**config.mk**
```make
export PLATFORM = sky130hd
export DESIGN_NAME = bpa_ctrl
export DESIGN_NICKNAME = d
export VERILOG_FILES = /design/src/sv/bpa_pkg.sv /design/src/sv/bpa_ctrl.sv
export SDC_FILE = /design/constraint.sdc
export NUM_CORES = 1
export LEC_CHECK = 0
export ABC_CLOCK_PERIOD_IN_PS = 2500
export BUFFER_PORTS_ARGS = -buffer_cell sky130_fd_sc_hd__buf_2
export CORE_AREA = 5 5 42 44
export DETAILED_ROUTE_END_ITERATION = 6
export DIE_AREA = 0 0 47 49
export SYNTH_ARGS = -nofsm -noshare
export SYNTH_HDL_FRONTEND = slang
export SYNTH_SLANG_ARGS = --single-unit
export TNS_END_PERCENT = 20
```
**constraint.sdc**
```tcl
create_clock -name clk_i -period 2.5 [get_ports clk_i]
set_input_delay 0.375 -clock clk_i [delete_from_list [all_inputs] [get_ports clk_i]]
set_output_delay 0.375 -clock clk_i [all_outputs]
set_load 0.05 [all_outputs]
```
**src/sv/bpa_pkg.sv**
```systemverilog
// ----------------------------------------------------------------------------
// bpa_pkg
// Types, constants and helpers shared by the bitmap page allocator.
// ----------------------------------------------------------------------------
package bpa_pkg;

  localparam int PAGE_W            = 12;
  localparam int WORD_W            = 32;
  localparam int WORD_LSB          = 5;
  localparam int MAX_PAGES_DEF     = 4096;
  localparam int INITIAL_PAGES_DEF = 16;

  typedef enum logic {
    OP_ALLOC = 1'b0,
    OP_MARK  = 1'b1
  } op_e;

  // Commands from the sequencer to the datapath
  typedef struct packed {
    logic clr;       // zero one bitmap word at the sweep pointer
    logic load;      // capture the request
    logic scan_rd;   // read the next word of the search
    logic take_hit;  // latch the page found by the search
    logic grow;      // take the page at the count, bump the count
    logic rmw_rd;    // read the word of the target page
    logic rmw_wr;    // set the target bit, report success
    logic fail;      // report failure
  } ctrl_cmd_t;

  // Status from the datapath to the sequencer
  typedef struct packed {
    logic clr_last;
    logic mark_ok;
    logic scan_done;
    logic pending;
    logic hit;
    logic can_grow;
  } ctrl_status_t;

  // Index of the lowest set bit of a word; zero when none is set.
  function automatic logic [WORD_LSB-1:0] lowest_set(input logic [WORD_W-1:0] v);
    logic [WORD_LSB-1:0] r;
    r = '0;
    for (int i = WORD_W - 1; i >= 0; i--) begin
      if (v[i]) begin
        r = WORD_LSB'(i);
      end
    end
    return r;
  endfunction

endpackage

```
**src/sv/bpa_ctrl.sv**
```systemverilog
// ----------------------------------------------------------------------------
// bpa_ctrl
// Sequencer: bitmap clear sweep, word scan, read-modify-write of one word.
// ----------------------------------------------------------------------------
module bpa_ctrl (
  input  logic                    clk_i,
  input  logic                    rst_ni,
  input  logic                    start,
  input  bpa_pkg::op_e            op_i,
  input  bpa_pkg::ctrl_status_t   status_i,
  output bpa_pkg::ctrl_cmd_t      cmd_o,
  output logic                    busy_o
);
  import bpa_pkg::*;

  typedef enum logic [2:0] {
    ST_CLEAR,
    ST_IDLE,
    ST_SCAN,
    ST_RD,
    ST_WR
  } state_e;

  state_e state_q, state_d;

  always_comb begin
    cmd_o   = '0;
    state_d = state_q;
    case (state_q)
      ST_CLEAR: begin
        cmd_o.clr = 1'b1;
        if (status_i.clr_last) begin
          state_d = ST_IDLE;
        end
      end
      ST_IDLE: begin
        if (start) begin
          cmd_o.load = 1'b1;
          if (op_i == OP_MARK) begin
            if (status_i.mark_ok) begin
              state_d = ST_RD;
            end else begin
              cmd_o.fail = 1'b1;
            end
          end else begin
            state_d = ST_SCAN;
          end
        end
      end
      ST_SCAN: begin
        if (status_i.hit) begin
          cmd_o.take_hit = 1'b1;
          state_d        = ST_WR;
        end else if (status_i.scan_done && !status_i.pending) begin
          // nothing free below the count: grow or give up
          if (status_i.can_grow) begin
            cmd_o.grow = 1'b1;
            state_d    = ST_RD;
          end else begin
            cmd_o.fail = 1'b1;
            state_d    = ST_IDLE;
          end
        end else if (!status_i.scan_done) begin
          cmd_o.scan_rd = 1'b1;
        end
      end
      ST_RD: begin
        cmd_o.rmw_rd = 1'b1;
        state_d      = ST_WR;
      end
      ST_WR: begin
        cmd_o.rmw_wr = 1'b1;
        state_d      = ST_IDLE;
      end
      default: begin
        state_d = ST_IDLE;
      end
    endcase
  end

  always_ff @(posedge clk_i or negedge rst_ni) begin
    if (!rst_ni) begin
      state_q <= ST_CLEAR;
    end else begin
      state_q <= state_d;
    end
  end

  assign busy_o = (state_q != ST_IDLE);

endmodule

```
==> results.sh, run 1 <==
export IMPL_cts_tree="yes"
export IMPL_r2r_end="state_q[0]"
export IMPL_hold_class="input port to asynchronous set/reset pin"
export IMPL_dp_cells=66
export IMPL_regMostFlops="state_q"
export IMPL_drc=0
export IMPL_die_h_microns=49
export IMPL_ios=19
export IMPL_slew_violations=0
export IMPL_place_congestion=0.677
export IMPL_grt_overflow=0
export IMPL_fin_skew_ns=0.00536
export IMPL_path_max_fanout=12
export IMPL_status="finished, final reports clean"
export IMPL_cts_root_buf="clkbuf_4"
export IMPL_highest_layer="met4"
export IMPL_synth_top_family_by_area="simple AND/OR/NAND/NOR gates"
export IMPL_r2r_start="state_q[0]"
export IMPL_layout_nets=66
export IMPL_dp_final_hpwl_microns=601
export IMPL_hold_viol=0
export IMPL_clock_fmax_mhz=487
export IMPL_critPathLaunch="state_q[0]"
export IMPL_crit_path_start_kind="flip-flop"
export IMPL_netlist_area_sq_um=314
export IMPL_antenna_found_initial=0
export IMPL_fillCellCount=159
export IMPL_cts_hold_buf=1
export IMPL_utilization_pct=31.2
export IMPL_first_global_vias=301
export IMPL_synth_simple_area_share_pct=48.6
export IMPL_crit_type="flip-flop to output port"
export IMPL_cts_max_level=1
export IMPL_io_buffers=18
export IMPL_cts_buffers=3
export IMPL_fin_setup_tns_ns=0
export IMPL_synth_xor_area_share_pct=0
export IMPL_n_antenna_cell=0
export IMPL_required_ns=2.12
export IMPL_top_regs="state_q x3"
export IMPL_finalSetupViolations=0
export IMPL_grt_pass1_wl_mm=1.35
export IMPL_die_x_microns=47
export IMPL_cp_endpoint="cmd_o[5]"
export IMPL_rows=14
export IMPL_rsz0062_at_grt="false"
export IMPL_largest_reg_flops=3
export IMPL_first_iter_violations=12
export IMPL_ant_nets=0
export IMPL_hold_ws_ns=0.456
export IMPL_vias=329
export IMPL_cts_sinks=3
export IMPL_reg2regPathDepth=3
export IMPL_clk_pin_slew_ns=0.04
export IMPL_fp_coreArea_sq_um=1400
export IMPL_ys_ff_latch=3
export IMPL_synth_compound_area_share_pct=17.5
export IMPL_start_util_pct=22.4
export IMPL_end_kind="output port"
export IMPL_drt_wl_total_microns=791
export IMPL_post_route_period_util_pct=82.2
export IMPL_min_period_ns=2.06
export IMPL_route_met3_wl_microns=99
export IMPL_power_density_nw_per_um2=1300
export IMPL_worst_slew_pin_transition_ns=0.391
export IMPL_cap_violations=0
export IMPL_post_cts_resized=0
export IMPL_drtPass1Iterations=4
export IMPL_area_growth_pct=39.0
export IMPL_yosysWarnings=0
export IMPL_clock_latency_ns=0.24
export IMPL_viasPerCell=4.63
export IMPL_synthAdderAreaFrac_pct=0
export IMPL_wl_met2_microns=298
export IMPL_syn_num_nets=45
export IMPL_grt_usage_pct=8.10
export IMPL_post_drt_wl_per_cell_microns=11.1
export IMPL_synth_cell_types=27
export IMPL_layoutNonFillerInstCount=71
export IMPL_grt_max_degree=13
export IMPL_muxShareOfSynthArea_pct=0
export IMPL_dieArea_sq_um=2300
export IMPL_drive_gt1_share_pct=50.9
export IMPL_cts_max_path_buffers=2
export IMPL_synth_seq_area_share_pct=23.9
export IMPL_power_leakage_nw=0.220
export IMPL_worstPathArrival_ns=1.68
export IMPL_slew_headroom_pct=73.9
export IMPL_irDropWorstVdd_uv=665
export IMPL_syn_area_per_cell_sq_um=8.97
export IMPL_cts_setup_buffers=0
export IMPL_syn_inst=35
export IMPL_ff2ff_setup_slack_ns=1.07
export IMPL_met1_length_microns=383
kinds of logic after synthesis:
group	count (synthesis)
AOI/OAI and AO/OA	8
buffers and inverters	5
DFF	3
and+or+nand+nor	19
layout make-up:
class / count / area, sq um / area share [%]
Clock buffer: 4 / 26.3 / 6.02
Sequential cell: 3 / 75.1 / 17.2
Inverter: 2 / 7.51 / 1.72
Timing Repair Buffer: 19 / 100 / 22.9
Multi-Input combinational cell: 27 / 208 / 47.6
Tap cell: 16 / 20.0 / 4.58
worst max-delay path, cell delays in order, from the launching register on:
cell	delay (ns)
dfrtp_1	0.50
or4b_4	0.59
nor2_1	0.09
buf_2	0.26
per-layer routing:
| metal | track usage (%) | vias up |
|---|---|---|
| met5 | 0 | - |
| met1 | 11.5 | 142 |
| met4 | 4.15 | 0 |
| met2 | 9.28 | 19 |
| met3 | 4.80 | 2 |
| li1 | - | 166 |
layout by cell type, fill, tap and decap left out, types with 2 or more instances in the layout:
cell type,n
nand2_1,2
clkbuf_4,3
dfrtp_1,3
a21oi_1,2
nor3b_1,2
buf_2,18
nor2_1,2
or2b_2,2
nor2b_1,2
stage by stage:
stage          setup slack (ns)  area [sq um]  power [mW]
6_report                  0.445           437       0.567
5_1_grt                   0.353           437       0.612
4_1_cts                   0.425           437       0.574
3_5_place_dp              0.678           400       0.481
3_3_place_gp              0.718           400       0.478
2_1_floorplan            0.0596           314       0.436
worst min-delay path by stage:
| stage | from | to | slack, ns | depth (start not counted) |
|---|---|---|---|---|
| detailed placement | rst_ni | state_q[1] | 0.17 | 1 |
| global placement | rst_ni | state_q[1] | 0.17 | 1 |
| finish | rst_ni | state_q[2] | 0.46 | 2 |
| global route | rst_ni | state_q[2] | 0.48 | 2 |
| floorplan | rst_ni | state_q[0] | 0.08 | 0 |
| CTS | rst_ni | state_q[2] | 0.45 | 2 |
cell usage after synthesis:
cell / instances / share of area [%]
a21oi_1: 2 / 3.2
a31oi_1: 1 / 2.0
and3_1: 1 / 2.0
and3b_1: 1 / 2.8
buf_2: 1 / 1.6
buf_4: 1 / 2.4
buf_6: 1 / 3.6
dfrtp_1: 3 / 24
inv_1: 1 / 1.2
inv_2: 1 / 1.2
nand2_1: 2 / 2.4
nand2b_1: 1 / 2.0
nor2_1: 2 / 2.4
nor2b_1: 2 / 4.0
nor3_1: 1 / 1.6
nor3b_1: 2 / 4.8
nor3b_2: 1 / 4.0
nor4_1: 1 / 2.0
nor4b_4: 1 / 7.6
nor4bb_1: 1 / 3.2
o21ai_0: 1 / 1.6
o21bai_1: 1 / 2.4
o21bai_2: 1 / 3.6
o22ai_1: 1 / 2.0
o41ai_1: 1 / 2.8
or2b_2: 2 / 5.6
or4b_4: 1 / 4.4
power by group:
group | switching (mW) | internal (mW) | leakage, nW | total [mW]
Combinational | 0.220 | 0.118 | 0.168 | 0.338
Sequential | 0.0700 | 0.0709 | 0.0367 | 0.141
Clock | 0.0277 | 0.0600 | 0.0150 | 0.0877
Total | 0.318 | 0.249 | 0.220 | 0.567
No activity file was read; power rests on OpenSTA's default activity.
==> run 2: changes to the inputs <==
--- a/config.mk
+++ b/config.mk
@@ -5,7 +5,7 @@
 export SDC_FILE = /design/constraint.sdc
 export NUM_CORES = 1
 export LEC_CHECK = 0
-export ABC_CLOCK_PERIOD_IN_PS = 2500
+export ABC_CLOCK_PERIOD_IN_PS = 2100
 export BUFFER_PORTS_ARGS = -buffer_cell sky130_fd_sc_hd__buf_2
 export CORE_AREA = 5 5 42 44
 export DETAILED_ROUTE_END_ITERATION = 6
==> constraint.sdc (replaced) <==
create_clock -name clk_i -period 2.1 [get_ports clk_i]
set_input_delay 0.315 -clock clk_i [delete_from_list [all_inputs] [get_ports clk_i]]
set_output_delay 0.315 -clock clk_i [all_outputs]
set_load 0.05 [all_outputs]
==> run 2 against run 1 <==
Effect of this change:
- cell area is 3.7% higher
- clock skew hardly changed
- clock-buffer cell count stayed put
- final cell count is 1.4% higher
- largest cell class unchanged
- sequential share of layout area is 0.62 points lower
- routed wire length is 1.1% higher
- largest power group unchanged
- global-route usage is 0.42 points higher
- first-iteration DRC count is 33% lower
==> results.sh, run 2 (same netlist as run 1, synthesis figures left out) <==
export IMPL_status="finished, final reports clean"
export IMPL_cts_setup_buffers=0
export IMPL_start_util_pct=22.4
export IMPL_drive_gt1_share_pct=53.6
export IMPL_dp_final_hpwl_microns=642
export IMPL_clock_fmax_mhz=502
export IMPL_n_antenna_cell=0
export IMPL_grt_pass1_wl_mm=1.41
export IMPL_grt_usage_pct=8.53
export IMPL_critPathSlowestCell="or4b_4"
export IMPL_cpPeakStageDelay_ns=0.60
export IMPL_crit_type="flip-flop to output port"
export IMPL_grt_overflow=0
export IMPL_layout_nets=67
export IMPL_required_ns=1.78
export IMPL_drc=0
export IMPL_fillCellCount=155
export IMPL_final_cell_mix="17 x buf_2, 4 x clkbuf_4, 3 x dfrtp_1"
export IMPL_first_iter_violations=8
export IMPL_rows=14
export IMPL_worst_slew_pin_transition_ns=0.381
export IMPL_path_buf_inv=1
export IMPL_cts_max_path_buffers=2
export IMPL_largest_reg_flops=3
export IMPL_ff2ff_setup_slack_ns=0.66
export IMPL_hold_ws_ns=0.405
export IMPL_cap_violations=0
export IMPL_first_global_vias=340
export IMPL_drt_wl_total_microns=800
export IMPL_fin_skew_ns=0.00531
export IMPL_drtPass1Iterations=2
export IMPL_area_growth_pct=44.2
export IMPL_fp_coreArea_sq_um=1400
export IMPL_power_leakage_nw=0.225
export IMPL_power_density_nw_per_um2=1530
export IMPL_post_drt_wl_per_cell_microns=11.1
export IMPL_dieArea_sq_um=2300
export IMPL_top_regs="state_q x3"
export IMPL_viasPerCell=4.50
export IMPL_layoutNonFillerInstCount=72
export IMPL_path_max_fanout=12
export IMPL_crit_family="simple AND/OR/NAND/NOR gates"
export IMPL_crit_chain="or4b_4 -> nor2_1 -> clkbuf_4"
export IMPL_min_period_ns=1.99
export IMPL_rsz0062_at_grt="false"
export IMPL_cts_buffers=3
export IMPL_slew_violations=0
export IMPL_die_x_microns=47
export IMPL_irDropWorstVdd_uv=824
export IMPL_hold_class="input port to asynchronous set/reset pin"
export IMPL_crit_path_start_kind="flip-flop"
export IMPL_ios=19
export IMPL_slew_headroom_pct=74.6
export IMPL_fin_setup_tns_ns=0
export IMPL_cts_max_level=1
export IMPL_place_congestion=0.648
export IMPL_io_buffers=18
export IMPL_finalSetupViolations=0
export IMPL_end_kind="output port"
export IMPL_p_total_uw=695
export IMPL_final_common_cell="buf_2"
export IMPL_clock_latency_ns=0.23
export IMPL_ant_nets=0
export IMPL_dp_cells=67
export IMPL_regMostFlops="state_q"
export IMPL_grt_max_degree=13
export IMPL_cts_sinks=3
export IMPL_post_route_period_util_pct=94.8
export IMPL_die_h_microns=49
export IMPL_clk_pin_slew_ns=0.04
export IMPL_worstPathArrival_ns=1.68
export IMPL_vias=324
export IMPL_hold_viol=0
export IMPL_cts_tree="yes"
export IMPL_antenna_found_initial=0
export IMPL_cts_root_buf="clkbuf_4"
run 2: layer usage:
layer,GRT usage [%],routed length [microns],share of wire [%],up-vias
li1,-,-,-,171
met4,5.53,0,0,0
met2,11.1,331,41,14
met3,3.69,86,11,0
met1,11.0,382,48,139
met5,0,0,0,-
run 2: where the power goes:
| part | switching [mW] | total [mW] | internal, mW |
|---|---|---|---|
| combinational | 0.279 | 0.434 | 0.154 |
| sequential | 0.0743 | 0.159 | 0.0846 |
| clock | 0.0311 | 0.102 | 0.0713 |
run 2: worst paths after layout:
| kind | depth (start not counted) | end | start |
|---|---|---|---|
| hold reg to reg | 1 | state_q[2] | state_q[1] |
| max in group asynchronous | 2 | state_q[1] | rst_ni |
| setup reg to reg | 3 | state_q[0] | state_q[0] |
| hold / removal | 2 | state_q[0] | rst_ni |
| setup / recovery | 3 | cmd_o[5] | state_q[0] |
| min in group clk_i | 3 | state_q[0] | start |
run 2: per-stage QoR:
| step | util [%] | worst slack, ns | cell area, sq um |
|---|---|---|---|
| 2_1_floorplan | - | 0.0788 | 320 |
| 3_3_place_gp | 29.6 | 0.367 | 414 |
| 3_5_place_dp | 29.6 | 0.333 | 414 |
| 4_1_cts | 32.1 | 0.0719 | 450 |
| 5_1_grt | 32.3 | 0.0111 | 453 |
| 6_report | 32.3 | 0.109 | 453 |
run 2: area by class of cell:
cell class	count	area (sq um)	area share (%)
clock buffers	4	26.3	5.80
repair buffers	20	110	24.3
flip-flops and latches	3	75.1	16.6
well taps	16	20.0	4.42
inverters	2	7.51	1.66
multi-input cells	27	214	47.2
run 2: worst register-to-register path: cells and delay by family, from the launching register on:
kind	cells	cell delay, ns
and+or+nand+nor	1	0.60
DFF	1	0.50
AOI/OAI and AO/OA	2	0.22
run 2: what timing repair did:
item	in CTS	in global routing
endpoints found under the setup margin	0	1
resized for setup	0	1
hold endpoints to repair	3	0
hold buffers	1	0
==> run 3: changes to the inputs <==
==> constraint.sdc (replaced) <==
create_clock -name clk_i -period 2.1 [get_ports clk_i]
set_input_delay 0.42 -clock clk_i [delete_from_list [all_inputs] [get_ports clk_i]]
set_output_delay 0.42 -clock clk_i [all_outputs]
set_load 0.05 [all_outputs]
==> run 3 against run 2 <==
Effect of this change:
- sequential share of layout area down 0.13 points
- first-iteration DRC count fell by 25%
- clock-buffer cell count did not move
- global-route usage grew 0.14 points
- fmax decreased by 0.45%
- sequential power rose by 4%
- sequential cell count is the same
- power grew 0.68%
- final cell count grew 1.4%
- register-to-register slack improved by 0.07 ns
- clock power about the same
- critical endpoint unchanged
- largest power group unchanged
==> results.sh, run 3 (same netlist as run 1, synthesis figures left out) <==
export IMPL_irDropWorstVdd_uv=816
export IMPL_crit_type="flip-flop to output port"
export IMPL_cts_root_buf="clkbuf_4"
export IMPL_fin_skew_ns=0.00275
export IMPL_dieArea_sq_um=2300
export IMPL_final_cell_area_sq_um=464
export IMPL_slew_violations=0
export IMPL_cts_tree="yes"
export IMPL_hold_class="input port to asynchronous set/reset pin"
export IMPL_path_max_fanout=12
export IMPL_cts_setup_buffers=0
export IMPL_power_density_nw_per_um2=1510
export IMPL_finalSetupViolations=0
export IMPL_cts_sinks=3
export IMPL_grt_max_degree=13
export IMPL_antenna_found_initial=0
export IMPL_clk_pin_slew_ns=0.04
export IMPL_drt_wl_total_microns=841
export IMPL_power_leakage_nw=0.230
export IMPL_worst_slew_pin_transition_ns=0.333
export IMPL_place_area_sq_um=422
export IMPL_final_cell_mix="16 x buf_2, 4 x buf_4, 3 x clkbuf_4"
export IMPL_die_x_microns=47
export IMPL_worstPathArrival_ns=1.58
export IMPL_ant_nets=0
export IMPL_ios=19
export IMPL_final_common_cell="buf_2"
export IMPL_end_kind="output port"
export IMPL_vias=345
export IMPL_drtPass1Iterations=4
export IMPL_largest_reg_flops=3
export IMPL_grt_overflow=0
export IMPL_post_drt_wl_per_cell_microns=11.5
export IMPL_clock_latency_ns=0.23
export IMPL_cts_buffers=3
export IMPL_clock_fmax_mhz=500
export IMPL_cts_max_level=1
export IMPL_required_ns=1.68
export IMPL_rows=14
export IMPL_viasPerCell=4.73
export IMPL_drc=0
export IMPL_grt_usage_pct=8.67
export IMPL_grt_pass1_wl_mm=1.44
export IMPL_slew_headroom_pct=77.6
export IMPL_cap_violations=0
export IMPL_layoutNonFillerInstCount=73
export IMPL_area_growth_pct=47.8
export IMPL_cts_max_path_buffers=2
export IMPL_n_antenna_cell=0
export IMPL_die_h_microns=49
export IMPL_start_util_pct=22.4
export IMPL_drive_gt1_share_pct=56.1
export IMPL_post_route_period_util_pct=95.2
export IMPL_first_global_vias=360
export IMPL_status="finished, final reports clean"
export IMPL_rsz0062_at_grt="false"
export IMPL_dp_final_hpwl_microns=640
export IMPL_hold_viol=0
export IMPL_place_congestion=0.645
export IMPL_first_iter_violations=6
export IMPL_crit_path_start_kind="flip-flop"
export IMPL_top_regs="state_q x3"
export IMPL_regMostFlops="state_q"
export IMPL_dp_cells=68
export IMPL_fin_setup_tns_ns=0
export IMPL_min_period_ns=2.00
export IMPL_io_buffers=18
export IMPL_fp_coreArea_sq_um=1400
export IMPL_layout_nets=68
## run 3: path summary, 6_finish.rpt
kind	start	slack [ns]	to	depth (start not counted)
setup / recovery	state_q[0]	0.10	cmd_o[5]	3
hold / removal	rst_ni	0.52	state_q[0]	2
setup reg to reg	state_q[0]	0.73	state_q[0]	3
hold reg to reg	state_q[1]	0.73	state_q[2]	1
max in group asynchronous	rst_ni	1.47	state_q[0]	2
min in group clk_i	start	0.52	state_q[0]	3
## run 3: through the flow
step	util [%]	hold slack (ns)	worst slack, ns	power [mW]
final	33.1	0.515	0.100	0.699
after global routing	33.1	0.533	0.00492	0.748
after CTS	32.9	0.514	0.0350	0.703
after detailed placement	30.1	0.217	0.237	0.595
after global placement	30.1	0.216	0.254	0.588
after floorplan	-	0.124	-0.0262	0.526
## run 3: critical path: stages, from the launching register on
cell and delay [ns]:
dfrtp_2 0.48, or4b_4 0.57, nor2_1 0.10, buf_4 0.20
## run 3: routing by layer
metal / wire (microns) / GRT usage, %
met5: 0 / 0
met3: 77 / 2.95
met4: 0 / 6.91
met2: 378 / 12.4
met1: 384 / 9.91
## run 3: power breakdown
part / internal [mW] / switching (mW)
combinational: 0.157 / 0.276
sequential: 0.0867 / 0.0786
clock: 0.0712 / 0.0297
## run 3: cell type report
| class | instances | area [sq um] |
|---|---|---|
| Fill cell | 160 | 937 |
| Multi-Input combinational cell | 27 | 214 |
| Timing Repair Buffer | 21 | 120 |
| Sequential cell | 3 | 76.3 |
| Clock buffer | 4 | 26.3 |
| Tap cell | 16 | 20.0 |
| Inverter | 2 | 7.51 |
## run 3: repair_timing
item | CTS | global route
pin swaps | 0 | 0
endpoints found under the setup margin | 1 | 2
hold buffers | 1 | 0
endpoints found under the hold margin | 3 | 0
gates resized for setup | 1 | 3
